===== src/sv/epsm_pkg.sv =====
// Shared constants and types for the exact pattern stream matcher.
package epsm_pkg;

  localparam int unsigned MAX_PATTERN = 64;
  localparam int unsigned IDX_W       = $clog2(MAX_PATTERN);
  localparam int unsigned LEN_W       = $clog2(MAX_PATTERN + 1);
  localparam int unsigned SYM_W       = 8;
  localparam int unsigned THR_W       = 9;
  localparam int unsigned POS_W       = 32;
  localparam int unsigned QRY_W       = 32;
  localparam int unsigned APB_DW      = 32;
  localparam int unsigned PADDR_W     = 3;

  localparam logic [THR_W-1:0] THR_RESET = THR_W'(254);
  localparam logic [LEN_W-1:0] LEN_MAX   = LEN_W'(MAX_PATTERN);

  // Input operation codes
  localparam logic OP_PATTERN  = 1'b0;
  localparam logic OP_SEQUENCE = 1'b1;

  // Register word index (paddr bit 2 upward)
  localparam logic REG_THRESHOLD = 1'b0;

  // Control word broadcast to every cell of the chain
  typedef struct packed {
    logic             pat_wr;   // load one pattern symbol
    logic [IDX_W-1:0] wr_idx;   // cell that takes it
    logic             clear;    // pattern word: drop all partial matches
    logic             step;     // sequence word: advance the chain
    logic             restart;  // sequence word starts a new sequence
    logic [SYM_W-1:0] sym;
    logic             ok;       // symbol is not special
    logic [LEN_W-1:0] len;      // pattern length in force for this step
  } epsm_ctl_t;

  typedef struct packed {
    logic [POS_W-1:0] match_start;
    logic [QRY_W-1:0] match_query;
  } epsm_res_t;

endpackage


===== src/sv/epsm_if.sv =====
// Valid/ready channel interfaces for input words and result words.
interface epsm_in_if;
  import epsm_pkg::*;
  logic             valid;
  logic             ready;
  logic             operation;
  logic [SYM_W-1:0] symbol;
  logic             first;
  logic [QRY_W-1:0] query_number;

  modport source (output valid, operation, symbol, first, query_number, input ready);
  modport sink   (input valid, operation, symbol, first, query_number, output ready);
endinterface

interface epsm_out_if;
  import epsm_pkg::*;
  logic             valid;
  logic             ready;
  logic [POS_W-1:0] match_start;
  logic [QRY_W-1:0] match_query;

  modport source (output valid, match_start, match_query, input ready);
  modport sink   (input valid, match_start, match_query, output ready);
endinterface


===== src/sv/epsm_cell.sv =====
// One cell of the partial-match chain: one pattern symbol and one match bit.
module epsm_cell
  import epsm_pkg::*;
(
  input  logic             clk_i,
  input  logic             rst_ni,
  input  logic [IDX_W-1:0] idx_i,
  input  epsm_ctl_t        ctl_i,
  input  logic             prev_i,
  output logic             bit_o,
  output logic             hit_o
);

  logic [SYM_W-1:0] pat_q;
  logic             bit_q, bit_d;
  logic             active;
  logic             last;

  // Cell takes part only below the pattern length; the top cell reports
  assign active = {1'b0, idx_i} < ctl_i.len;
  assign last   = ({1'b0, idx_i} + LEN_W'(1)) == ctl_i.len;

  // Next match bit
  always_comb begin
    bit_d = bit_q;
    if (ctl_i.clear) begin
      bit_d = 1'b0;
    end else if (ctl_i.step) begin
      if (active) begin
        bit_d = prev_i && ctl_i.ok && (pat_q == ctl_i.sym);
      end else if (ctl_i.restart) begin
        bit_d = 1'b0;
      end
    end
  end

  assign hit_o = ctl_i.step && last && bit_d;
  assign bit_o = bit_q;

  // Hold the pattern symbol
  always_ff @(posedge clk_i) begin
    if (ctl_i.pat_wr && (ctl_i.wr_idx == idx_i)) begin
      pat_q <= ctl_i.sym;
    end
  end

  always_ff @(posedge clk_i or negedge rst_ni) begin
    if (!rst_ni) begin
      bit_q <= 1'b0;
    end else begin
      bit_q <= bit_d;
    end
  end

endmodule


===== src/sv/epsm_obuf.sv =====
// Two-entry result buffer: a head register and a skid register.
module epsm_obuf
  import epsm_pkg::*;
(
  input  logic      clk_i,
  input  logic      rst_ni,
  input  logic      push_i,
  input  epsm_res_t data_i,
  output logic      full_o,
  epsm_out_if.source res_o
);

  logic      head_v_q, head_v_d;
  logic      skid_v_q, skid_v_d;
  epsm_res_t head_q, head_d;
  epsm_res_t skid_q, skid_d;
  logic      pop;

  assign pop = head_v_q && res_o.ready;

  // Advance the head from the skid or from the new word
  always_comb begin
    head_v_d = head_v_q;
    skid_v_d = skid_v_q;
    head_d   = head_q;
    skid_d   = skid_q;
    if (!head_v_q) begin
      head_v_d = push_i;
      head_d   = data_i;
    end else if (pop) begin
      if (skid_v_q) begin
        head_d   = skid_q;
        skid_v_d = push_i;
        skid_d   = data_i;
      end else begin
        head_v_d = push_i;
        head_d   = data_i;
      end
    end else if (push_i) begin
      skid_v_d = 1'b1;
      skid_d   = data_i;
    end
  end

  always_ff @(posedge clk_i or negedge rst_ni) begin
    if (!rst_ni) begin
      head_v_q <= 1'b0;
      skid_v_q <= 1'b0;
    end else begin
      head_v_q <= head_v_d;
      skid_v_q <= skid_v_d;
    end
  end

  always_ff @(posedge clk_i) begin
    head_q <= head_d;
    skid_q <= skid_d;
  end

  assign full_o            = skid_v_q;
  assign res_o.valid       = head_v_q;
  assign res_o.match_start = head_q.match_start;
  assign res_o.match_query = head_q.match_query;

endmodule


===== src/sv/exact_pattern_stream_matcher.sv =====
// Top level: control registers, cell chain, result buffer and register port.
//
// Pattern words load one symbol each into a chain of 64 cells; sequence words
// then stream through, one word per clock, and every cell updates its match
// bit from its left neighbor in that same cycle. A match reported by the cell
// at the pattern's end is written to a two-entry result buffer (its head, or
// its skid while the head is held) and shows on the result channel from the
// head. Input is taken every cycle as long as the buffer's skid entry is free,
// so it stalls only after two results have gone untaken. The start position is
// the position counter (saturating at its top value) minus the pattern length
// less one. Nothing is cleared after reset: the block takes words at once.
module exact_pattern_stream_matcher
  import epsm_pkg::*;
(
  input  logic                clk_i,
  input  logic                rst_ni,
  epsm_in_if.sink             inp_i,
  epsm_out_if.source          res_o,
  input  logic                psel,
  input  logic                penable,
  input  logic                pwrite,
  input  logic [PADDR_W-1:0]  paddr,
  input  logic [APB_DW-1:0]   pwdata,
  output logic [APB_DW-1:0]   prdata,
  output logic                pready
);

  logic [THR_W-1:0] thr_q;
  logic [LEN_W-1:0] len_q, len_d;
  logic             ovf_q, ovf_d;
  logic [POS_W-1:0] pos_q, pos_d;
  logic [QRY_W-1:0] qry_q, qry_d;

  logic             acc;
  logic             acc_pat;
  logic             acc_seq;
  logic [LEN_W-1:0] len_eff;
  logic [POS_W-1:0] pos_eff;
  logic             full;
  logic             push;
  epsm_ctl_t        ctl;
  epsm_res_t        res;

  logic [MAX_PATTERN-1:0] chain;
  logic [MAX_PATTERN-1:0] hits;

  // Register port
  assign pready = 1'b1;
  assign prdata = (paddr[2] == REG_THRESHOLD) ? APB_DW'(thr_q) : '0;

  always_ff @(posedge clk_i or negedge rst_ni) begin
    if (!rst_ni) begin
      thr_q <= THR_RESET;
    end else if (psel && penable && pwrite && pready && (paddr[2] == REG_THRESHOLD)) begin
      thr_q <= pwdata[THR_W-1:0];
    end
  end

  // Input handshake
  assign inp_i.ready = !full;
  assign acc         = inp_i.valid && inp_i.ready;
  assign acc_pat     = acc && (inp_i.operation == OP_PATTERN);
  assign acc_seq     = acc && (inp_i.operation == OP_SEQUENCE);

  // Pattern length, overflow mark, query id and position
  assign len_eff = (inp_i.first && acc_pat) ? '0 : len_q;
  assign pos_eff = inp_i.first ? '0 : pos_q;

  always_comb begin
    len_d = len_q;
    ovf_d = ovf_q;
    qry_d = qry_q;
    pos_d = pos_q;
    if (acc_pat) begin
      if (inp_i.first) begin
        ovf_d = 1'b0;
        qry_d = inp_i.query_number;
      end
      if (len_eff < LEN_MAX) begin
        len_d = len_eff + LEN_W'(1);
      end else begin
        len_d = len_eff;
        ovf_d = 1'b1;
      end
    end
    if (acc_seq) begin
      pos_d = (pos_eff == '1) ? pos_eff : pos_eff + POS_W'(1);
    end
  end

  always_ff @(posedge clk_i or negedge rst_ni) begin
    if (!rst_ni) begin
      len_q <= '0;
      ovf_q <= 1'b0;
      qry_q <= '0;
      pos_q <= '0;
    end else begin
      len_q <= len_d;
      ovf_q <= ovf_d;
      qry_q <= qry_d;
      pos_q <= pos_d;
    end
  end

  // Broadcast control to the chain
  always_comb begin
    ctl.pat_wr  = acc_pat && (len_eff < LEN_MAX);
    ctl.wr_idx  = len_eff[IDX_W-1:0];
    ctl.clear   = acc_pat;
    ctl.step    = acc_seq;
    ctl.restart = inp_i.first;
    ctl.sym     = inp_i.symbol;
    ctl.ok      = {1'b0, inp_i.symbol} < thr_q;
    ctl.len     = len_q;
  end

  // Chain of cells; a new sequence masks the old partial matches
  for (genvar k = 0; k < MAX_PATTERN; k++) begin : g_cell
    logic prev;
    if (k == 0) begin : g_head
      assign prev = 1'b1;
    end else begin : g_link
      assign prev = chain[k-1] && !inp_i.first;
    end
    epsm_cell u_cell (
      .clk_i  (clk_i),
      .rst_ni (rst_ni),
      .idx_i  (IDX_W'(k)),
      .ctl_i  (ctl),
      .prev_i (prev),
      .bit_o  (chain[k]),
      .hit_o  (hits[k])
    );
  end

  // Form the result word
  assign push            = (|hits) && !ovf_q;
  assign res.match_start = pos_eff - POS_W'(len_q - LEN_W'(1));
  assign res.match_query = qry_q;

  epsm_obuf u_obuf (
    .clk_i  (clk_i),
    .rst_ni (rst_ni),
    .push_i (push),
    .data_i (res),
    .full_o (full),
    .res_o  (res_o)
  );

  // Overflow is only possible with a full pattern
  a_ovf_full: assert property (@(posedge clk_i) disable iff (!rst_ni)
    ovf_q |-> (len_q == LEN_MAX))
    else $error("overflow mark set below full pattern length");

  // A pattern word leaves no partial match behind
  a_pat_clears: assert property (@(posedge clk_i) disable iff (!rst_ni)
    acc_pat |=> (chain == '0))
    else $error("partial matches survive a pattern word");

  // No result is pushed into a full buffer
  a_no_drop: assert property (@(posedge clk_i) disable iff (!rst_ni)
    push |-> !full)
    else $error("result pushed while buffer full");

endmodule

===== src/flat_wrapper.sv =====
// flat-port wrapper written by rule: the top's interface ports become plain ports
module exact_pattern_stream_matcher_flat import epsm_pkg::*;
  (clk_i, rst_ni, psel, penable, pwrite, paddr, pwdata, prdata, pready, inp_i_valid, inp_i_operation, inp_i_symbol, inp_i_first, inp_i_query_number, inp_i_ready, res_o_valid, res_o_match_start, res_o_match_query, res_o_ready);
  epsm_in_if inp_i_i ();
  epsm_out_if res_o_i ();
  input  logic clk_i;
  input  logic rst_ni;
  input  logic psel;
  input  logic penable;
  input  logic pwrite;
  input  logic [PADDR_W-1:0] paddr;
  input  logic [APB_DW-1:0] pwdata;
  output logic [APB_DW-1:0] prdata;
  output logic pready;
  input wire logic [$bits(inp_i_i.valid)-1:0] inp_i_valid;
  input wire logic [$bits(inp_i_i.operation)-1:0] inp_i_operation;
  input wire logic [$bits(inp_i_i.symbol)-1:0] inp_i_symbol;
  input wire logic [$bits(inp_i_i.first)-1:0] inp_i_first;
  input wire logic [$bits(inp_i_i.query_number)-1:0] inp_i_query_number;
  output wire logic [$bits(inp_i_i.ready)-1:0] inp_i_ready;
  output wire logic [$bits(res_o_i.valid)-1:0] res_o_valid;
  output wire logic [$bits(res_o_i.match_start)-1:0] res_o_match_start;
  output wire logic [$bits(res_o_i.match_query)-1:0] res_o_match_query;
  input wire logic [$bits(res_o_i.ready)-1:0] res_o_ready;
  assign inp_i_i.valid = inp_i_valid;
  assign inp_i_i.operation = inp_i_operation;
  assign inp_i_i.symbol = inp_i_symbol;
  assign inp_i_i.first = inp_i_first;
  assign inp_i_i.query_number = inp_i_query_number;
  assign inp_i_ready = inp_i_i.ready;
  assign res_o_valid = res_o_i.valid;
  assign res_o_match_start = res_o_i.match_start;
  assign res_o_match_query = res_o_i.match_query;
  assign res_o_i.ready = res_o_ready;
  exact_pattern_stream_matcher u_core (.clk_i(clk_i), .rst_ni(rst_ni), .inp_i(inp_i_i), .res_o(res_o_i), .psel(psel), .penable(penable), .pwrite(pwrite), .paddr(paddr), .pwdata(pwdata), .prdata(prdata), .pready(pready));
endmodule

===== config.mk =====
export PLATFORM = sky130hd
export DESIGN_NAME = exact_pattern_stream_matcher_flat
export DESIGN_NICKNAME = d
export VERILOG_FILES = /design/src/sv/epsm_pkg.sv /design/src/sv/epsm_if.sv /design/src/sv/epsm_cell.sv /design/src/sv/epsm_obuf.sv /design/src/sv/exact_pattern_stream_matcher.sv /design/src/flat_wrapper.sv
export SDC_FILE = /design/constraint.sdc
export NUM_CORES = 1
export LEC_CHECK = 0
export BUFFER_PORTS_ARGS = -buffer_cell sky130_fd_sc_hd__buf_4
export CAP_MARGIN = 20
export CELL_PAD_IN_SITES_DETAIL_PLACEMENT = 0
export CELL_PAD_IN_SITES_GLOBAL_PLACEMENT = 1
export CORE_MARGIN = 2
export CORE_UTILIZATION = 45
export DETAILED_ROUTE_END_ITERATION = 8
export GPL_TIMING_DRIVEN = 0
export PLACE_DENSITY_LB_ADDON = 0.05
export SETUP_SLACK_MARGIN = 0.1
export SYNTH_ARGS = -nofsm -noshare
export SYNTH_HDL_FRONTEND = slang
export SYNTH_SLANG_ARGS = --single-unit

===== constraint.sdc =====
create_clock -name clk_i -period 9.7 [get_ports clk_i]
set_input_delay 0.97 -clock clk_i [delete_from_list [all_inputs] [get_ports clk_i]]
set_output_delay 0.97 -clock clk_i [all_outputs]
set_load 0.02 [all_outputs]

Word level (Yosys, flattened, before mapping)
Index checks and enable logic that the tools add are counted.
W data, S select, Z words.
{"block": "op_classes", "add_sub_neg": 4, "n_reduce_logical": 402, "n_eq_ne": 195, "n_lt_le_gt_ge": 66, "muxes": 275, "bitwise_logic": 2}
{"cell": "$eq A8 B8 Y1", "n": 64}
{"cell": "$logic_and A1 B1 Y1", "n": 392}
{"cell": "$mux W64", "n": 6}
{"cell": "$mux W1", "n": 264}
{"cell": "$eq A6 B7 Y1 const A", "n": 32}
{"cell": "$lt A6 B7 Y1 const A", "n": 32}
{"cell": "$eq A6 B6 Y1 const B", "n": 32}
{"cell": "$eq A5 B7 Y1 const A", "n": 16}
{"cell": "$lt A5 B7 Y1 const A", "n": 16}
{"cell": "$eq A6 B5 Y1 const B", "n": 16}
{"cell": "$mux W32", "n": 2}
{"cell": "$reduce_or A64 Y1", "n": 1}
{"cell": "$eq A4 B7 Y1 const A", "n": 8}
{"cell": "$lt A4 B7 Y1 const A", "n": 8}
{"cell": "$eq A6 B4 Y1 const B", "n": 8}
{"cell": "$add A32 B1 Y32 const B", "n": 1}
{"cell": "$eq A32 B32 Y1 const B", "n": 1}
{"cell": "$sub A32 B32 Y32", "n": 1}
{"cell": "$eq A3 B7 Y1 const A", "n": 4}
{"cell": "$lt A3 B7 Y1 const A", "n": 4}
{"cell": "$eq A6 B3 Y1 const B", "n": 4}
{"cell": "$eq A2 B7 Y1 const A", "n": 2}
{"cell": "$lt A1 B7 Y1 const A", "n": 2}
{"cell": "$lt A2 B7 Y1 const A", "n": 2}
{"cell": "18 further kinds", "n": 26}
{"block": "totals", "register_bits": 787, "out_inout_bits": 99}

Longest topological paths before layout
{"block": "depth", "depth_word": 13, "ltp_mapped": 17}

By module
Synthesis repeated with hierarchy kept, for this count alone.
{"block": "unflattened", "cells_unflattened": 6445, "area_unflattened_um2": 63593.5}
{"mod": "epsm_cell", "n_inst": 64, "area_per_inst_um2": 813.3, "cells_each": 85, "seq_area_each_um2": 265.3}
{"mod": "exact_pattern_stream_matcher", "n_inst": 1, "area_per_inst_um2": 6757.7, "cells_each": 796, "seq_area_each_um2": 2035.7}
{"mod": "epsm_obuf", "n_inst": 1, "area_per_inst_um2": 4785.8, "cells_each": 209, "seq_area_each_um2": 3893.7}

Worst setup path before layout
No wires, ideal clock.
{"block": "synth_timing", "path_kind": "input -> register", "startpoint": "input inp_i_symbol[7]", "endpoint": "register u_core.u_obuf.skid_q[0] (netlist bit), enable pin", "arrival_ps": 7839, "setup_ps": 581, "path_stages": 12, "setup_slack_ps": 1280, "n_path_buf": 2, "cell_sequence": "ha_1 a21oi_1 o211ai_1 a21oi_1 clkbuf_1 buf_1 o211ai_1 a2111oi_0 nor4_1 o21ai_0 nor4_2 o31ai_1"}
{"block": "synth_between", "elab_chain_cells": 11}
{"element": "start, declared", "line": "flat_wrapper.sv:17", "source": "input wire logic [$bits(inp_i_i.symbol)-1:0] inp_i_symbol;"}
{"element": "$lt A8 B9 Y1", "line": "exact_pattern_stream_matcher.sv:113", "source": "ctl.ok = {1'b0, inp_i.symbol} < thr_q;"}
{"element": "$logic_and A1 B1 Y1 (2 in series)", "line": "epsm_cell.sv:30", "source": "bit_d = prev_i && ctl_i.ok && (pat_q == ctl_i.sym);"}
{"element": "$mux W1", "line": "epsm_cell.sv:29", "source": "if (active) begin"}
{"element": "$mux W1", "line": "epsm_cell.sv:28", "source": "end else if (ctl_i.step) begin"}
{"element": "$mux W1", "line": "epsm_cell.sv:26", "source": "if (ctl_i.clear) begin"}
{"element": "$logic_and A1 B1 Y1", "line": "epsm_cell.sv:37", "source": "assign hit_o = ctl_i.step && last && bit_d;"}
{"element": "$reduce_or A64 Y1 *", "line": "exact_pattern_stream_matcher.sv:137", "source": "assign push = (|hits) && !ovf_q;"}
{"element": "$logic_and A1 B1 Y1 *", "line": "exact_pattern_stream_matcher.sv:137"}
{"element": "$reduce_bool A2 Y1 (no line) *"}
{"element": "$reduce_and A3 Y1 (no line) *"}
{"element": "end signal, assigned", "line": "epsm_obuf.sv:57", "source": "skid_q <= skid_d;"}
{"element": "end, declared", "line": "epsm_obuf.sv:16", "source": "epsm_res_t skid_q, skid_d;"}
Every way passes the cells marked *; elsewhere a longest branch is shown, timed or not.
A chain may end at the register's enable or synchronous reset.

Final worst setup path
{"block": "layout_timing", "startpoint": "input inp_i_symbol[7]", "endpoint": "register u_core.u_obuf.skid_q[47] (netlist bit), enable pin"}
Same word-level chain as after synthesis.

==> results.cfg <==
[global_routing]
grt_first_pass_wirelength_um = 196800
grt_pass1_vias = 25831
antenna_found_initial = 5
grt-ovfl-total = 0
groute.usage.overall = 0.3294
grt_start_max_net_pins = 86

[clock_network]
depth_of_the_cts_h_tree = 3
clockBufferDepth = 3
cts_root_buffer = sky130_fd_sc_hd__clkbuf_16
cts-resized-gates = 0
tritoncts = built
cts.hold.buffers_added = 0
cts.clk_slew.worst_paths_ns = 0.06
clkLatencyLatePin_ns = 0.69
clkSinkCount = 787
cts_setup_buffers = 0
cts_made_buffers = 86

[cells_and_area]
multiInputGateArea_um2 = 13440
num-nets-final = 3483
nFillCells = 7145
ant_diodes = 0
area.sequential_um2 = 22910
drive_gt1_frac = 0.1243
post-route-cell-area_um2 = 42870
layout_overhead_on_the_synthesized_area_pct = 14.84

[power]
vdd.ir_drop.worst_uv = 189.9
sequential_power_share = 0.430
power.density_nw_per_um2 = 211.1
internal_power_w = 0.006235
combPwrFrac = 0.195
power.share.switching = 0.3111
static-leakage-power_nw = 15.26
p_switching_w = 0.002816
power.share.clock = 0.375

[setup_path]
timing.critical_path.arrival_ns = 7.11
end_kind = flop
crit_fanout = 66
critPathKind = in -> reg
critPathRequiredTime_ns = 10.02
startpoint_type = input pin

[drt]
detailroute.via_count = 26461
routed_wl_um = 141300
drt-wirelength-per-cell_um = 31.48
drt-initial-drc-count = 2801
detailedRoute.firstPassIterationCount = 6
detail-route-antenna-nets = 0
remaining_drc_errors = 0
via_per_inst = 5.896

[yosys]
edff_count_synth = 640
synth.ff_latch_count = 787
ys_types = 81
post_synth_instance_area_um2 = 37330
synthMuxAreaShare = 0.006000
ys.flop_type = sky130_fd_sc_hd__edfxtp_1
synth-compound-area-share = 0.07156
yosys.area_share.adder = 0.01663
yosys.area.top_type_share = 0.5148
synth_top_family_by_area = XOR/XNOR gates
ys_top_cells_by_count = 640 x sky130_fd_sc_hd__edfxtp_1, 460 x sky130_fd_sc_hd__nand2_1, 374 x sky130_fd_sc_hd__xnor2_1
yosys.area_share.xor_xnor = 0.1344
synth_warnings = 0
postSynthAreaPerCell_um2 = 12.08
post_synth_and_or_nand_nor_area_fraction = 0.1280
synthesis.instances = 3091
async_reset_ff_frac = 0.1868
ys_seq_area_frac = 0.6136
synthMostInstantiatedCell = sky130_fd_sc_hd__edfxtp_1
yosys.area.top_type = sky130_fd_sc_hd__edfxtp_1
synth_top_cells_by_area = sky130_fd_sc_hd__edfxtp_1 51%, sky130_fd_sc_hd__dfrtp_1 9.4%, sky130_fd_sc_hd__xnor2_1 8.8%

[timing]
report.final.setup_viol = 0
hold_viol_final = 0
worst_pin_slew_ns = 1.215
max_transition_viols_final = 0
grt_setup_unrepaired = false
timing.max_slew.rel_slack = 0.1690
fin_setup_tns_ns = 0
layout_min_cycle_time_ns = 6.798
clock.fmax_mhz = 147.1
post-route-worst-setup-slack_ns = 2.902
timing.final.crit_share = 0.7008
skew_ns = 0.07511
worst_case_hold_slack_ns = 0.2653

[die]
floorplan.die.width_um = 292.0
die_area_um2 = 85270
chipHeight_um = 292.0
initial_core_util = 0.4546
io-pin-count = 183
core_region_area_um2 = 82110
fp-row-count = 105

[place]
count_of_input_and_output_buffers = 132
detailedPlace.worstSlack_ns = 2.335
globalplace.congestion = 1.021
place_hpwl_um = 99780
postPlaceCellArea_um2 = 39930

[run]
max-cap-violations = 0

[run_status]
run_status = finished clean

[min_path]
min-delay-path-class = in -> async
==> power by group through the flow <==
| stage | sequential [W] | combinational [W] | clock, W |
|---|---|---|---|
| 3_5_place_dp | 0.00396 | 0.00171 | 0 |
| 5_1_grt | 0.00390 | 0.00183 | 0.00357 |
| 6_report | 0.00389 | 0.00177 | 0.00339 |
| 3_3_place_gp | 0.00395 | 0.00171 | 0 |
| 4_1_cts | 0.00389 | 0.00172 | 0.00343 |
| 2_1_floorplan | 0.00400 | 0.000823 | 0 |
==> path summary, 6_finish.rpt <==
check                                                 startpoint                                       end  slack [ns]  cells past startpoint
worst min register to register      u_core.qry_q[27]$_DFFE_PN0P_        u_core.u_obuf.skid_q[27]$_DFFE_PP_        0.46                      0
worst min-delay path                                      rst_ni              u_core.qry_q[18]$_DFFE_PN0P_        0.27                      1
worst max-delay path                             inp_i_symbol[7]        u_core.u_obuf.skid_q[47]$_DFFE_PP_        2.90                     14
worst max register to register  u_core.u_obuf.full_o$_DFFE_PN0P_        u_core.u_obuf.skid_q[47]$_DFFE_PP_        3.26                     11
max in group asynchronous                                 rst_ni  u_core.g_cell[48].u_cell.bit_o$_DFF_PN0_        8.48                      2
min in group clk_i                  u_core.qry_q[27]$_DFFE_PN0P_        u_core.u_obuf.skid_q[27]$_DFFE_PP_        0.46                      0
==> flip-flops by register name, summed over array words and instances, names as in the netlist <==
name	cells
u_core.g_cell.u_cell.pat_q	512
u_core.g_cell.u_cell.bit_o	64
u_core.u_obuf.skid_q	64
u_core.pos_q	32
u_core.qry_q	32
u_core.u_obuf.res_o.match_query	32
u_core.u_obuf.res_o.match_start	32
u_core.thr_q	9
u_core.len_q	7
u_core.ovf_q	1
u_core.u_obuf.full_o	1
u_core.u_obuf.res_o.valid	1
==> critical path: stages <==
cell and delay [ns]:
sky130_fd_sc_hd__buf_4 0.70, sky130_fd_sc_hd__ha_1 0.39, sky130_fd_sc_hd__a21oi_1 0.14, sky130_fd_sc_hd__o211ai_1 0.10
sky130_fd_sc_hd__a21oi_1 0.53, sky130_fd_sc_hd__clkbuf_1 0.65, sky130_fd_sc_hd__buf_1 0.65, sky130_fd_sc_hd__o211ai_1 0.32
sky130_fd_sc_hd__a2111oi_0 0.61, sky130_fd_sc_hd__nor4_1 0.13, sky130_fd_sc_hd__o21ai_0 0.50, sky130_fd_sc_hd__nor4_2 0.23
sky130_fd_sc_hd__o31ai_4 0.84, sky130_fd_sc_hd__buf_8 0.28
==> routing by layer <==
metal / track usage / wire (µm)
met1: 0.4368 / 57690
met2: 0.5317 / 65800
met3: 0.05579 / 10470
met4: 0.1497 / 7248
met5: 0 / 57
==> cells by family after synthesis <==
family | after synthesis
compound gates | 408
xor+xnor | 573
fa+ha+maj | 49
buf+inv | 226
flops | 787
mux | 20
other cells | 2
simple gates | 1026
==> layout by cell type (no fill, tap or decap), types with 24 or more instances in the layout <==
| cell | instances |
|---|---|
| sky130_fd_sc_hd__nor4_1 | 58 |
| sky130_fd_sc_hd__inv_1 | 40 |
| sky130_fd_sc_hd__buf_2 | 61 |
| sky130_fd_sc_hd__nand2_1 | 460 |
| sky130_fd_sc_hd__edfxtp_1 | 640 |
| sky130_fd_sc_hd__nor3_1 | 54 |
| sky130_fd_sc_hd__buf_4 | 177 |
| sky130_fd_sc_hd__dfrtp_1 | 140 |
| sky130_fd_sc_hd__and3_1 | 26 |
| sky130_fd_sc_hd__clkbuf_1 | 94 |
| sky130_fd_sc_hd__nand3_1 | 90 |
| sky130_fd_sc_hd__ha_1 | 48 |
| sky130_fd_sc_hd__clkbuf_16 | 86 |
| sky130_fd_sc_hd__nor2_1 | 153 |
| sky130_fd_sc_hd__nor2b_1 | 46 |
| sky130_fd_sc_hd__o21ai_0 | 97 |
| sky130_fd_sc_hd__nand4_1 | 80 |
| sky130_fd_sc_hd__xor2_1 | 199 |
| sky130_fd_sc_hd__xnor2_1 | 374 |
| sky130_fd_sc_hd__a21oi_1 | 99 |
| sky130_fd_sc_hd__o211ai_1 | 33 |
| sky130_fd_sc_hd__conb_1 | 24 |
==> stage by stage <==
step,utilization,power [W],cells
final,0.5221,0.009050,4488
after global routing,0.5221,0.009296,4488
after CTS,0.5219,0.009037,4486
after detailed placement,0.4863,0.005669,4330
after global placement,0.4840,0.005661,4315
after floorplan,-,0.004825,3113
==> layout make-up <==
type	instances	share of cell area
Clock buffer	106	0.05219
Multi-Input combinational cell	2100	0.3134
Timing Repair Buffer	149	0.02712
Tap cell	1070	0.03123
Inverter	41	0.003590
Buffer	185	0.02210
Sequential cell	787	0.5344
Clock inverter	50	0.01600
Note: power is estimated with default switching activity, not from simulation.
